===== src/design/gyi_pkg.sv =====
`timescale 1ns / 1ps
// ----------------------------------------------------------------------------
// gyi_pkg
// Shared types and constants for the gyro yaw integrator: opcodes, register
// map, fixed-point constants, the CORDIC arctangent table and the
// controller/datapath interface.
// ----------------------------------------------------------------------------
package gyi_pkg;

    // Operation carried in the input beat's tuser bit.
    localparam logic OP_SAMPLE = 1'b0;
    localparam logic OP_TICK   = 1'b1;

    // Register map (register index, i.e. byte address / 4).
    localparam logic REG_STEP_PERIOD = 1'b0;
    localparam logic [15:0] STEP_PERIOD_RESET = 16'd6554;

    // 4/pi in Q1.30 and the CORDIC start value (inverse gain) in Q2.30.
    localparam logic [30:0] FOUR_OVER_PI_Q30 = 31'd1367130551;
    localparam logic signed [33:0] CORDIC_GAIN_Q30 = 34'sd652032874;

    // Half-angle quadrant limits, 2^32 = 2*pi.
    localparam logic signed [33:0] QUARTER_TURN = 34'sd1073741824;
    localparam logic signed [33:0] HALF_TURN    = 34'sd2147483648;

    localparam logic signed [17:0] Q14_MAX = 18'sd16384;
    localparam logic signed [17:0] Q14_MIN = -18'sd16384;

    localparam logic [1:0] LAST_AXIS = 2'd2;

    // Arctangent of 2^-i in 2^32 = 2*pi units.
    function automatic logic [31:0] atan_entry(input logic [4:0] idx);
        logic [31:0] v;
        case (idx)
            5'd0:    v = 32'h20000000;
            5'd1:    v = 32'h12E4051E;
            5'd2:    v = 32'h09FB385B;
            5'd3:    v = 32'h051111D4;
            5'd4:    v = 32'h028B0D43;
            5'd5:    v = 32'h0145D7E1;
            5'd6:    v = 32'h00A2F61E;
            5'd7:    v = 32'h00517C55;
            5'd8:    v = 32'h0028BE53;
            5'd9:    v = 32'h00145F2F;
            5'd10:   v = 32'h000A2F98;
            5'd11:   v = 32'h000517CC;
            5'd12:   v = 32'h00028BE6;
            5'd13:   v = 32'h000145F3;
            5'd14:   v = 32'h0000A2FA;
            5'd15:   v = 32'h0000517D;
            5'd16:   v = 32'h000028BE;
            5'd17:   v = 32'h0000145F;
            5'd18:   v = 32'h00000A30;
            5'd19:   v = 32'h00000518;
            5'd20:   v = 32'h0000028C;
            5'd21:   v = 32'h00000146;
            5'd22:   v = 32'h000000A3;
            5'd23:   v = 32'h00000051;
            default: v = 32'h00000000;
        endcase
        return v;
    endfunction

    typedef enum logic [6:0] {
        ST_IDLE  = 7'b0000001,
        ST_MULP  = 7'b0000010,
        ST_MULK  = 7'b0000100,
        ST_ACC   = 7'b0001000,
        ST_CINIT = 7'b0010000,
        ST_CSTEP = 7'b0100000,
        ST_DONE  = 7'b1000000
    } state_t;

    typedef struct packed {
        logic sample_load;
        logic mul_p;
        logic mul_k;
        logic acc_step;
        logic cordic_init;
        logic cordic_step;
        logic result_load;
    } dp_cmd_t;

    typedef struct packed {
        logic cordic_last;
    } dp_status_t;

endpackage


===== src/design/gyi_ctrl.sv =====
`timescale 1ns / 1ps
// ----------------------------------------------------------------------------
// gyi_ctrl
// Sequencer for the integrator: walks the three axes through the shared
// multiplier, runs the CORDIC and hands the result to the output register.
// ----------------------------------------------------------------------------
module gyi_ctrl
(
    input  logic               clk,
    input  logic               rst_n,
    input  logic               in_valid,
    input  logic               in_op,
    output logic               in_ready,
    output logic               out_valid,
    input  logic               out_ready,
    input  gyi_pkg::dp_status_t status,
    output gyi_pkg::dp_cmd_t    cmd
);

    gyi_pkg::state_t state_reg, state_next;
    logic [1:0]      axis_reg, axis_next;
    logic            out_valid_reg, out_valid_next;
    logic            in_fire;
    logic            out_free;

    assign in_ready  = (state_reg == gyi_pkg::ST_IDLE);
    assign in_fire   = in_valid && in_ready;
    assign out_valid = out_valid_reg;
    assign out_free  = !out_valid_reg || out_ready;

    always_comb
    begin
        state_next     = state_reg;
        axis_next      = axis_reg;
        out_valid_next = out_valid_reg;
        cmd            = '0;

        if (out_valid_reg && out_ready)
        begin
            out_valid_next = 1'b0;
        end

        case (state_reg)
            gyi_pkg::ST_IDLE:
            begin
                if (in_fire)
                begin
                    if (in_op == gyi_pkg::OP_TICK)
                    begin
                        axis_next  = 2'd0;
                        state_next = gyi_pkg::ST_MULP;
                    end
                    else
                    begin
                        cmd.sample_load = 1'b1;
                    end
                end
            end
            gyi_pkg::ST_MULP:
            begin
                cmd.mul_p  = 1'b1;
                state_next = gyi_pkg::ST_MULK;
            end
            gyi_pkg::ST_MULK:
            begin
                cmd.mul_k  = 1'b1;
                state_next = gyi_pkg::ST_ACC;
            end
            gyi_pkg::ST_ACC:
            begin
                cmd.acc_step = 1'b1;
                if (axis_reg == gyi_pkg::LAST_AXIS)
                begin
                    state_next = gyi_pkg::ST_CINIT;
                end
                else
                begin
                    axis_next  = axis_reg + 2'd1;
                    state_next = gyi_pkg::ST_MULP;
                end
            end
            gyi_pkg::ST_CINIT:
            begin
                cmd.cordic_init = 1'b1;
                state_next      = gyi_pkg::ST_CSTEP;
            end
            gyi_pkg::ST_CSTEP:
            begin
                cmd.cordic_step = 1'b1;
                if (status.cordic_last)
                begin
                    state_next = gyi_pkg::ST_DONE;
                end
            end
            gyi_pkg::ST_DONE:
            begin
                // Hold the finished result until the output register is free.
                if (out_free)
                begin
                    cmd.result_load = 1'b1;
                    out_valid_next  = 1'b1;
                    state_next      = gyi_pkg::ST_IDLE;
                end
            end
            default:
            begin
                state_next = gyi_pkg::ST_IDLE;
            end
        endcase
    end

    always_ff @(posedge clk or negedge rst_n)
    begin
        if (!rst_n)
        begin
            state_reg     <= gyi_pkg::ST_IDLE;
            axis_reg      <= 2'd0;
            out_valid_reg <= 1'b0;
        end
        else
        begin
            state_reg     <= state_next;
            axis_reg      <= axis_next;
            out_valid_reg <= out_valid_next;
        end
    end

endmodule


===== src/design/gyi_datapath.sv =====
`timescale 1ns / 1ps
// ----------------------------------------------------------------------------
// gyi_datapath
// Held rates, the three angle accumulators, the shared rate*dt*(4/pi)
// multiplier, the iterative CORDIC and the output register.
// ----------------------------------------------------------------------------
module gyi_datapath #(
    parameter int CORDIC_STEPS = 16,
    parameter int ANGLE_BITS   = 32
)
(
    input  logic                clk,
    input  logic                rst_n,
    input  gyi_pkg::dp_cmd_t    cmd,
    output gyi_pkg::dp_status_t status,
    input  logic [15:0]         step_period,
    input  logic [47:0]         in_data,
    output logic [175:0]        out_data
);

    localparam int ITER_W = $clog2(CORDIC_STEPS);
    localparam int SH     = 62 - ANGLE_BITS;
    localparam logic signed [63:0] RND_HALF = 64'sd1 <<< (SH - 1);
    localparam logic [ITER_W-1:0] ITER_LAST = ITER_W'(CORDIC_STEPS - 1);

    // Index 0 is the axis under work; the rings rotate once per axis, so
    // after three steps roll, pitch and yaw are back in places 0, 1 and 2.
    logic [15:0]            rate_reg [0:2];
    logic [ANGLE_BITS-1:0]  acc_reg  [0:2];
    logic [31:0]            ang32    [0:2];

    logic signed [31:0]     p_reg;
    logic signed [62:0]     p_ext, k_ext;
    logic signed [62:0]     prod_reg;
    logic signed [63:0]     rnd_sum;
    logic signed [63:0]     rnd_shift;
    logic [ANGLE_BITS-1:0]  delta;

    logic signed [33:0]     x_reg, y_reg, z_reg;
    logic                   flip_reg;
    logic [ITER_W-1:0]      iter_reg;
    logic signed [33:0]     dx, dy, atan_ext;
    logic signed [33:0]     theta;

    logic [15:0]            quat_z_reg, quat_w_reg;
    logic [15:0]            orate_reg [0:2];
    logic [31:0]            oang_reg  [0:2];

    function automatic logic [15:0] to_q14(input logic signed [33:0] v, input logic neg);
        logic signed [34:0] t;
        logic signed [17:0] r;
        t = {v[33], v} + 35'sd32768;
        r = 18'(t >>> 16);
        if (neg)
        begin
            r = -r;
        end
        if (r > gyi_pkg::Q14_MAX)
        begin
            r = gyi_pkg::Q14_MAX;
        end
        if (r < gyi_pkg::Q14_MIN)
        begin
            r = gyi_pkg::Q14_MIN;
        end
        return r[15:0];
    endfunction

    genvar g;
    generate
        for (g = 0; g < 3; g++)
        begin : g_align
            if (ANGLE_BITS >= 32)
            begin : g_top
                assign ang32[g] = acc_reg[g][ANGLE_BITS-1 -: 32];
            end
            else
            begin : g_pad
                assign ang32[g] = {acc_reg[g], {(32 - ANGLE_BITS){1'b0}}};
            end
        end
    endgenerate

    // Round to nearest, ties away from zero: floor((p + h - [p<0]) / 2^SH).
    assign rnd_sum   = {prod_reg[62], prod_reg} + RND_HALF - {63'd0, prod_reg[62]};
    assign rnd_shift = rnd_sum >>> SH;
    assign delta     = rnd_shift[ANGLE_BITS-1:0];

    // The product needs the full 63 bits, so both operands are widened first.
    assign p_ext = 63'(p_reg);
    assign k_ext = 63'($signed({1'b0, gyi_pkg::FOUR_OVER_PI_Q30}));

    assign dx       = y_reg >>> iter_reg;
    assign dy       = x_reg >>> iter_reg;
    assign atan_ext = {2'b00, gyi_pkg::atan_entry(5'(iter_reg))};
    assign theta    = {{2{ang32[2][31]}}, ang32[2]};

    assign status.cordic_last = (iter_reg == ITER_LAST);

    always_ff @(posedge clk or negedge rst_n)
    begin
        if (!rst_n)
        begin
            for (int k = 0; k < 3; k++)
            begin
                rate_reg[k] <= '0;
                acc_reg[k]  <= '0;
            end
        end
        else if (cmd.sample_load)
        begin
            rate_reg[0] <= in_data[15:0];
            rate_reg[1] <= in_data[31:16];
            rate_reg[2] <= in_data[47:32];
        end
        else if (cmd.acc_step)
        begin
            rate_reg[0] <= rate_reg[1];
            rate_reg[1] <= rate_reg[2];
            rate_reg[2] <= rate_reg[0];
            acc_reg[0]  <= acc_reg[1];
            acc_reg[1]  <= acc_reg[2];
            acc_reg[2]  <= acc_reg[0] + delta;
        end
    end

    always_ff @(posedge clk)
    begin
        if (cmd.mul_p)
        begin
            p_reg <= 32'($signed(rate_reg[0])) * 32'($signed({1'b0, step_period}));
        end
        if (cmd.mul_k)
        begin
            prod_reg <= p_ext * k_ext;
        end
    end

    always_ff @(posedge clk or negedge rst_n)
    begin
        if (!rst_n)
        begin
            iter_reg <= '0;
        end
        else if (cmd.cordic_init)
        begin
            iter_reg <= '0;
        end
        else if (cmd.cordic_step && !status.cordic_last)
        begin
            iter_reg <= iter_reg + 1'b1;
        end
    end

    always_ff @(posedge clk)
    begin
        if (cmd.cordic_init)
        begin
            x_reg <= gyi_pkg::CORDIC_GAIN_Q30;
            y_reg <= '0;
            // Half angles beyond a quarter turn are turned by pi and the
            // results negated at the end.
            if (theta > gyi_pkg::QUARTER_TURN)
            begin
                z_reg    <= theta - gyi_pkg::HALF_TURN;
                flip_reg <= 1'b1;
            end
            else if (theta < -gyi_pkg::QUARTER_TURN)
            begin
                z_reg    <= theta + gyi_pkg::HALF_TURN;
                flip_reg <= 1'b1;
            end
            else
            begin
                z_reg    <= theta;
                flip_reg <= 1'b0;
            end
        end
        else if (cmd.cordic_step)
        begin
            if (!z_reg[33])
            begin
                x_reg <= x_reg - dx;
                y_reg <= y_reg + dy;
                z_reg <= z_reg - atan_ext;
            end
            else
            begin
                x_reg <= x_reg + dx;
                y_reg <= y_reg - dy;
                z_reg <= z_reg + atan_ext;
            end
        end
    end

    always_ff @(posedge clk)
    begin
        if (cmd.result_load)
        begin
            quat_z_reg <= to_q14(y_reg, flip_reg);
            quat_w_reg <= to_q14(x_reg, flip_reg);
            for (int k = 0; k < 3; k++)
            begin
                orate_reg[k] <= rate_reg[k];
                oang_reg[k]  <= ang32[k];
            end
        end
    end

    assign out_data = {oang_reg[2], oang_reg[1], oang_reg[0],
                       orate_reg[2], orate_reg[1], orate_reg[0],
                       quat_w_reg, quat_z_reg};

endmodule


===== src/design/gyro_yaw_integrator_quaternion_top.sv =====
`timescale 1ns / 1ps
// ----------------------------------------------------------------------------
// gyro_yaw_integrator_quaternion_top
// Gyro rate integrator with a yaw-only quaternion output.
// ----------------------------------------------------------------------------
// A sample beat (tuser 0) latches three Q4.12 body rates and gives no
// output. A tick beat (tuser 1) adds rate*dt to the roll, pitch and
// yaw binary angles (2^32 = 4*pi) and emits sin and cos of half the yaw in
// Q1.14 together with the held rates and the three angles. A tick occupies
// the block until its result is loaded: one shared multiplier serves the
// three axes in turn, and the CORDIC resolves one iteration per cycle.
// The result sits in an output register, so samples are still taken while
// it waits; a following tick waits at its end for that register to drain.
// The only register, step_period at address 0, is written over the APB
// port.
// ----------------------------------------------------------------------------
module gyro_yaw_integrator_quaternion_top #(
    parameter int CORDIC_STEPS = 16,
    parameter int ANGLE_BITS   = 32
)
(
    input  logic         clk,
    input  logic         rst_n,
    input  logic         s_axis_tvalid,
    output logic         s_axis_tready,
    input  logic [47:0]  s_axis_tdata,   // rate_x, rate_y, rate_z
    input  logic         s_axis_tuser,   // operation
    output logic         m_axis_tvalid,
    input  logic         m_axis_tready,
    output logic [175:0] m_axis_tdata,   // quat_z, quat_w, out_rate_x, out_rate_y,
                                         // out_rate_z, roll_angle, pitch_angle,
                                         // yaw_angle
    input  logic         psel,
    input  logic         penable,
    input  logic         pwrite,
    input  logic [2:0]   paddr,
    input  logic [31:0]  pwdata,
    output logic [31:0]  prdata,
    output logic         pready
);

    logic [15:0]         step_period_reg;
    logic                reg_sel;
    gyi_pkg::dp_cmd_t    cmd;
    gyi_pkg::dp_status_t status;

    assign pready  = 1'b1;
    assign reg_sel = (paddr[2] == gyi_pkg::REG_STEP_PERIOD);
    assign prdata  = reg_sel ? {16'd0, step_period_reg} : 32'd0;

    always_ff @(posedge clk or negedge rst_n)
    begin
        if (!rst_n)
        begin
            step_period_reg <= gyi_pkg::STEP_PERIOD_RESET;
        end
        else if (psel && penable && pwrite && pready && reg_sel)
        begin
            step_period_reg <= pwdata[15:0];
        end
    end

    gyi_ctrl u_ctrl
    (
        .clk       (clk),
        .rst_n     (rst_n),
        .in_valid  (s_axis_tvalid),
        .in_op     (s_axis_tuser),
        .in_ready  (s_axis_tready),
        .out_valid (m_axis_tvalid),
        .out_ready (m_axis_tready),
        .status    (status),
        .cmd       (cmd)
    );

    gyi_datapath #(
        .CORDIC_STEPS (CORDIC_STEPS),
        .ANGLE_BITS   (ANGLE_BITS)
    ) u_datapath
    (
        .clk         (clk),
        .rst_n       (rst_n),
        .cmd         (cmd),
        .status      (status),
        .step_period (step_period_reg),
        .in_data     (s_axis_tdata),
        .out_data    (m_axis_tdata)
    );

endmodule


===== config.mk =====
export PLATFORM = sky130hd
export DESIGN_NAME = gyro_yaw_integrator_quaternion_top
export DESIGN_NICKNAME = d
export VERILOG_FILES = /design/src/design/gyi_pkg.sv /design/src/design/gyi_ctrl.sv /design/src/design/gyi_datapath.sv /design/src/design/gyro_yaw_integrator_quaternion_top.sv
export SDC_FILE = /design/constraint.sdc
export NUM_CORES = 2
export LEC_CHECK = 0
export BUFFER_PORTS_ARGS = -buffer_cell sky130_fd_sc_hd__buf_4
export CAP_MARGIN = 10
export CORE_AREA = 2 2 319 321
export DETAILED_ROUTE_END_ITERATION = 16
export DIE_AREA = 0 0 321 323
export PLACE_DENSITY = 0.93
export SLEW_MARGIN = 20
export SYNTH_ARGS = -nofsm -noshare
export SYNTH_HDL_FRONTEND = slang
export SYNTH_SLANG_ARGS = --single-unit

===== constraint.sdc =====
create_clock -name clk -period 29.1 [get_ports clk]
set_input_delay 1.455 -clock clk [delete_from_list [all_inputs] [get_ports clk]]
set_output_delay 1.455 -clock clk [all_outputs]
set_load 0.02 [all_outputs]

### Word-level counts from Yosys, hierarchy flattened

Memories as Yosys holds them, arrays and structs flattened.
Index checks and enable logic that the tools add are counted.

| cells by class | value |
|---|---|
| add/subtract/negate cells | 17 |
| multiply operators | 2 |
| divide/modulo/power cells | 0 |
| magnitude comparators | 6 |
| equal/unequal tests | 14 |
| shifts and indexed selects | 2 |
| multiplexer cells | 46 |
| bitwise operators | 2 |
| reductions and logical operators | 16 |

Operator list:

| operator | number |
|---|---|
| 34-bit 2-to-1 mux | 7 |
| 18-bit 2-to-1 mux | 8 |
| 48-bit 2-to-1 mux | 2 |
| 34-bit by 17-bit adder with 34-bit output, second input constant | 2 |
| 34-bit adder | 2 |
| 34-bit by 4-bit >>> shifter with 34-bit output | 2 |
| 34-bit subtractor | 2 |
| 32-bit by 32-bit multiplier with 63-bit output, second input constant | 1 |
| 62-bit by 31-bit adder with 62-bit output, second input constant | 1 |
| 62-bit by 1-bit subtractor with 62-bit output | 1 |
| 7-bit one-hot mux with 7 select lines | 1 |
| 18-bit by 16-bit > comparator with 1-bit output, second input constant | 2 |
| 18-bit by 15-bit < comparator with 1-bit output, second input constant | 2 |
| 18-bit negation | 2 |
| 32-bit by 33-bit adder with 34-bit output, second input constant | 1 |
| 34-bit by 33-bit adder with 34-bit output | 1 |
| 32-bit by 33-bit subtractor with 34-bit output, second input constant | 1 |
| 34-bit by 33-bit subtractor with 34-bit output | 1 |
| 32-bit adder | 1 |
| 32-bit > comparator, second input constant | 1 |
| 32-bit by 31-bit < comparator with 1-bit output, second input constant | 1 |
| 16-bit by 17-bit multiplier with 32-bit output | 1 |
| 7-bit 2-to-1 mux | 4 |
| 1-bit 2-to-1 mux | 16 |
| other kinds (25) | 42 |

| storage, ports and cells | value |
|---|---|
| register bits after elaboration | 404 |
| bits in latches | 0 |
| bits in writable memories | 144 |
| memory bits (read-only) | 480 |
| input bits | 91 |
| output and inout bits | 211 |
| logic and storage cells | 127 |
| memories kept | 3 |

Memories:

| name | words | bits a word | read ports | clocked after Yosys merged registers in | write ports | line | text |
|---|---|---|---|---|---|---|---|
| (no name shown) | 16 | 30 | 1 | 0 | 0 | gyi_pkg.sv:34 | `case (idx)` |
| u_datapath.oang_reg | 3 | 32 | 3 | 0 | 3 | gyi_datapath.sv:47 | `logic [31:0] oang_reg [0:2];` |
| u_datapath.orate_reg | 3 | 16 | 3 | 0 | 3 | gyi_datapath.sv:46 | `logic [15:0] orate_reg [0:2];` |

### Longest topological paths before layout

| logic depth | value |
|---|---|
| depth in word-level cells | 9 |
| gate-level depth with buffers | 32 |
| gate-level depth less buffers | 26 |

### Cells and area by module

A second synthesis with hierarchy kept.

| second synthesis, totals | value |
|---|---|
| cells, all modules | 6,820 |
| area total of the unflattened synthesis | 64,857.2 um2 |

Modules (own cells, without submodules):

| module | instances | cells an instance | area an instance (um2) | seq. area each (um2) |
|---|---|---|---|---|
| gyi_datapath | 1 | 6,685 | 63,297.0 | 14,253.7 |
| gyro_yaw_integrator_quaternion_top | 1 | 70 | 908.4 | 409.1 |
| gyi_ctrl | 1 | 65 | 651.9 | 251.5 |

### Least setup slack after synthesis

No wires, ideal clock.

| path | value |
|---|---|
| path type | input to register |
| start | input port m_axis_tready |
| end | memory u_datapath.oang_reg[0][0] (enable) |
| setup time | 0.734 ns |
| arrival time | 9.319 ns |
| data required time | 28.366 ns |
| slack | 19.047 ns |
| stages | 2 |
| buffers on the path | 0 |
| path through | nand2b_1 > nor2b_1 |

RTL lines:

| item | line | text |
|---|---|---|
| start, declared | gyro_yaw_integrator_quaternion_top.sv:29 | `input logic m_axis_tready,` |
| end, declared | gyi_datapath.sv:47 |  |

### Worst setup path in the final report

| path | value |
|---|---|
| start | register u_datapath.p_reg[31] |
| end | register u_datapath.prod_reg[60], data pin |

| on the way | value |
|---|---|
| cells in the longest elaborated chain, start to end | 1 |

RTL lines:

| item | line | text |
|---|---|---|
| start, declared | gyi_datapath.sv:32 | `logic signed [31:0] p_reg;` |
| start signal, assigned | gyi_datapath.sv:131 | `p_reg <= 32'($signed(rate_reg[0])) * 32'($signed({1'b0, step_period}));` |
| 32-bit by 32-bit multiplier with 63-bit output | gyi_datapath.sv:135 | `prod_reg <= p_ext * k_ext;` |
| end signal, assigned | gyi_datapath.sv:135 |  |
| end, declared | gyi_datapath.sv:34 | `logic signed [62:0] prod_reg;` |

No other way between the ends.
A chain may end at the register's enable or synchronous reset.

==> flow_summary.json <==
{
  "antenna_found_initial": 6,
  "hold_class": "reg -> reg",
  "drive_above_1_share_pct": 8.01,
  "layout_commonest_cell": "inv_1",
  "root_buffer": "clkbuf_16",
  "yosys_warnings": 0,
  "wl_met3_mm": 16.8,
  "status": "completed",
  "die_width_um": 321,
  "cts_made_buffers": 58,
  "skew_ns": 0.0377,
  "synth_cell_types": 94,
  "clk_latency_ns": 0.69,
  "routed_wl_mm": 176,
  "hpwlAfterDp_mm": 134,
  "cts_tree": "done",
  "setup_viol": 0,
  "port_buffers": 266,
  "dr_wl_met2_mm": 84.8,
  "syn_avg_cell_area_sq_um": 9.46,
  "drtPass1Iterations": 6,
  "routabilityCongestion": 0.983,
  "drt-wirelength-per-cell_um": 21.4,
  "endpoint_kind": "flip-flop",
  "drt-met1-wl_mm": 63.8,
  "route.detailed.drc": 0,
  "cts_buffer_depth": 3,
  "finalHoldViolCount": 0,
  "core_sq_um": 101000,
  "cts_setup_buffers": 0,
  "vias_per_cell": 6.25,
  "hold_start": "u_datapath.acc_reg[63]$_DFFE_PN0P_",
  "maxCapViolations": 0,
  "final_cell_mix": "1056 x inv_1, 779 x nand2_1, 669 x fa_1",
  "slew_viol_final": 0,
  "slowest_delay_ns": 0.81,
  "required_ns": 29.49,
  "drtIter0Drc": 5165,
  "critical_path_class": "reg -> reg",
  "gr-usage-all-layers_pct": 33.6,
  "grt_start_max_net_pins": 112,
  "clk_pin_slew_ns": 0.06,
  "synth_top_area_cell": "fa_1",
  "first_global_vias": 52700,
  "yosys-top-cells-area": "fa_1 21%, edfxtp_1 14%, ha_1 13%",
  "grt_pass1_wl_mm": 276,
  "synth_cells": 6757,
  "area_growth_syn_to_layout_pct": 7.45,
  "fp.dieH_um": 323,
  "reg2reg_to": "u_datapath.prod_reg[60]$_DFFE_PP_",
  "slew_headroom_pct": 22.0,
  "die_area_sq_um": 104000,
  "cts.htree.levels": 2,
  "rsz0062_at_grt": "no",
  "hold_depth": 0,
  "highest-signal-layer": "met5",
  "fin_crit_sh_pct": 29.9,
  "ctsHoldBuffers": 0,
  "dr_total_vias": 51400,
  "min_period_ns": 8.70,
  "yosysSeqAreaShare_pct": 23.3,
  "path_common_cell": "fa_1",
  "crit_chain": "buf_4 -> ha_1 -> fa_1 -> xnor2_1 -> inv_1 -> fa_1 -> inv_1 -> fa_1 -> fa_1 -> fa_1 -> inv_1 -> fa_1 -> inv_1 -> ha_1 -> nand4_1 -> nor2b_1 -> nand3_1 -> nand2b_1 -> a21boi_0 -> a2111o_1 -> a31o_2 -> a21oi_1 -> o41ai_1 -> xor2_1",
  "synth_edf_count": 306,
  "start_util_pct": 63.4,
  "worstMarginPinSlew_ns": 1.17,
  "reg2reg_from": "u_datapath.p_reg[31]$_DFFE_PP_",
  "worstHoldEndpoint": "u_datapath.oang_reg[0][63]$_DFFE_PP_",
  "ctsResizeCount": 0,
  "clock.fmax_mhz": 115,
  "synthFlopType": "edfxtp_1",
  "ant_nets": 0,
  "rows": 117,
  "crit_arrival_ns": 9.08,
  "synth_top_area_share_pct": 21.0,
  "r2r_setup_slack_ns": 20.40,
  "synth_area_sq_um": 63900,
  "startpoint_type": "flip-flop",
  "fin_nets": 8262,
  "cts.sinks": 548,
  "setup_tns_ns": 0,
  "r2r_cells": 24,
  "cp_slowest_cell": "edfxtp_1",
  "grt_overflow": 0,
  "async_flop_share_pct": 31.8,
  "synth_seq_cells": 548,
  "io_pins": 302,
  "path_max_fanout": 53
}
-- worst max-delay path: cells and delay by family, from the launching register on --
family / cells / cell delay, ns
fa+ha+maj: 8 / 3.92
compound gates: 5 / 1.30
buf+inv: 5 / 1.10
flops: 1 / 0.81
simple gates: 4 / 0.69
xor+xnor: 2 / 0.53
-- cells in the mapped netlist, types with 124 or more instances --
library cell  count
o21ai_0         274
fa_1            669
and2_1          124
dfrtp_1         166
nand2_1         779
inv_1          1057
ha_1            645
xor2_1          161
xnor2_1         275
nor2_1          302
a21oi_1         370
edfxtp_1        306
clkbuf_1        210
a21o_1          178
-- worst max-delay path by stage --
stage,start,endpoint,slack (ns)
final,u_datapath.p_reg[31]$_DFFE_PP_,u_datapath.prod_reg[60]$_DFFE_PP_,20.40
after global routing,u_datapath.p_reg[15]$_DFFE_PP_,u_datapath.prod_reg[61]$_DFFE_PP_,20.05
after CTS,u_datapath.p_reg[31]$_DFFE_PP_,u_datapath.prod_reg[62]$_DFFE_PP_,20.56
after detailed placement,u_datapath.p_reg[31]$_DFFE_PP_,u_datapath.prod_reg[62]$_DFFE_PP_,20.57
after global placement,u_datapath.p_reg[31]$_DFFE_PP_,u_datapath.prod_reg[60]$_DFFE_PP_,20.77
after floorplan,m_axis_tready,u_datapath.oang_reg[0][0]$_DFFE_PP_,19.05
-- cells by family after synthesis --
| kind of cell | Yosys count | share of synthesized area (%) |
|---|---|---|
| AND/OR/NAND/NOR | 1708 | 12.4 |
| buffers and inverters | 1330 | 8.00 |
| adder cells (fa/ha/maj) | 1316 | 33.6 |
| AO/OA/AOI/OAI | 1261 | 12.5 |
| flip-flops | 548 | 23.3 |
| XOR/XNOR | 436 | 5.98 |
| multiplexers | 156 | 4.15 |
| other | 2 | 0.0118 |
-- layer usage --
metal,track usage [%],up-vias
met5,0,-
met4,18.4,6
met3,6.87,811
met2,56.3,2902
met1,41.0,24900
li1,-,22800
-- area by class of cell --
| class | instances | area, sq um |
|---|---|---|
| Timing Repair Buffer | 295 | 2220 |
| Multi-Input combinational cell | 4894 | 44000 |
| Inverter | 1060 | 3980 |
| Clock inverter | 34 | 319 |
| Fill cell | 7084 | 32100 |
| Sequential cell | 548 | 14900 |
| Clock buffer | 76 | 1580 |
| Antenna cell | 4 | 10.0 |
| Tap cell | 1309 | 1640 |
-- metrics by stage --
step	util, %	std cells	setup slack, ns	cell area (sq um)	hold WS, ns
final	68.2	8220	20.40	68700	0.473
after CTS	68.1	8216	20.56	68600	0.469
after global routing	68.2	8216	20.05	68600	0.484
after detailed placement	66.3	8106	20.57	66700	0.462
after floorplan	-	6772	19.05	64000	0.423
after global placement	66.3	8106	20.77	66700	0.453
Power is not shown: default switching activity piles up to over one toggle a cycle in this logic, so the estimate is an artifact.
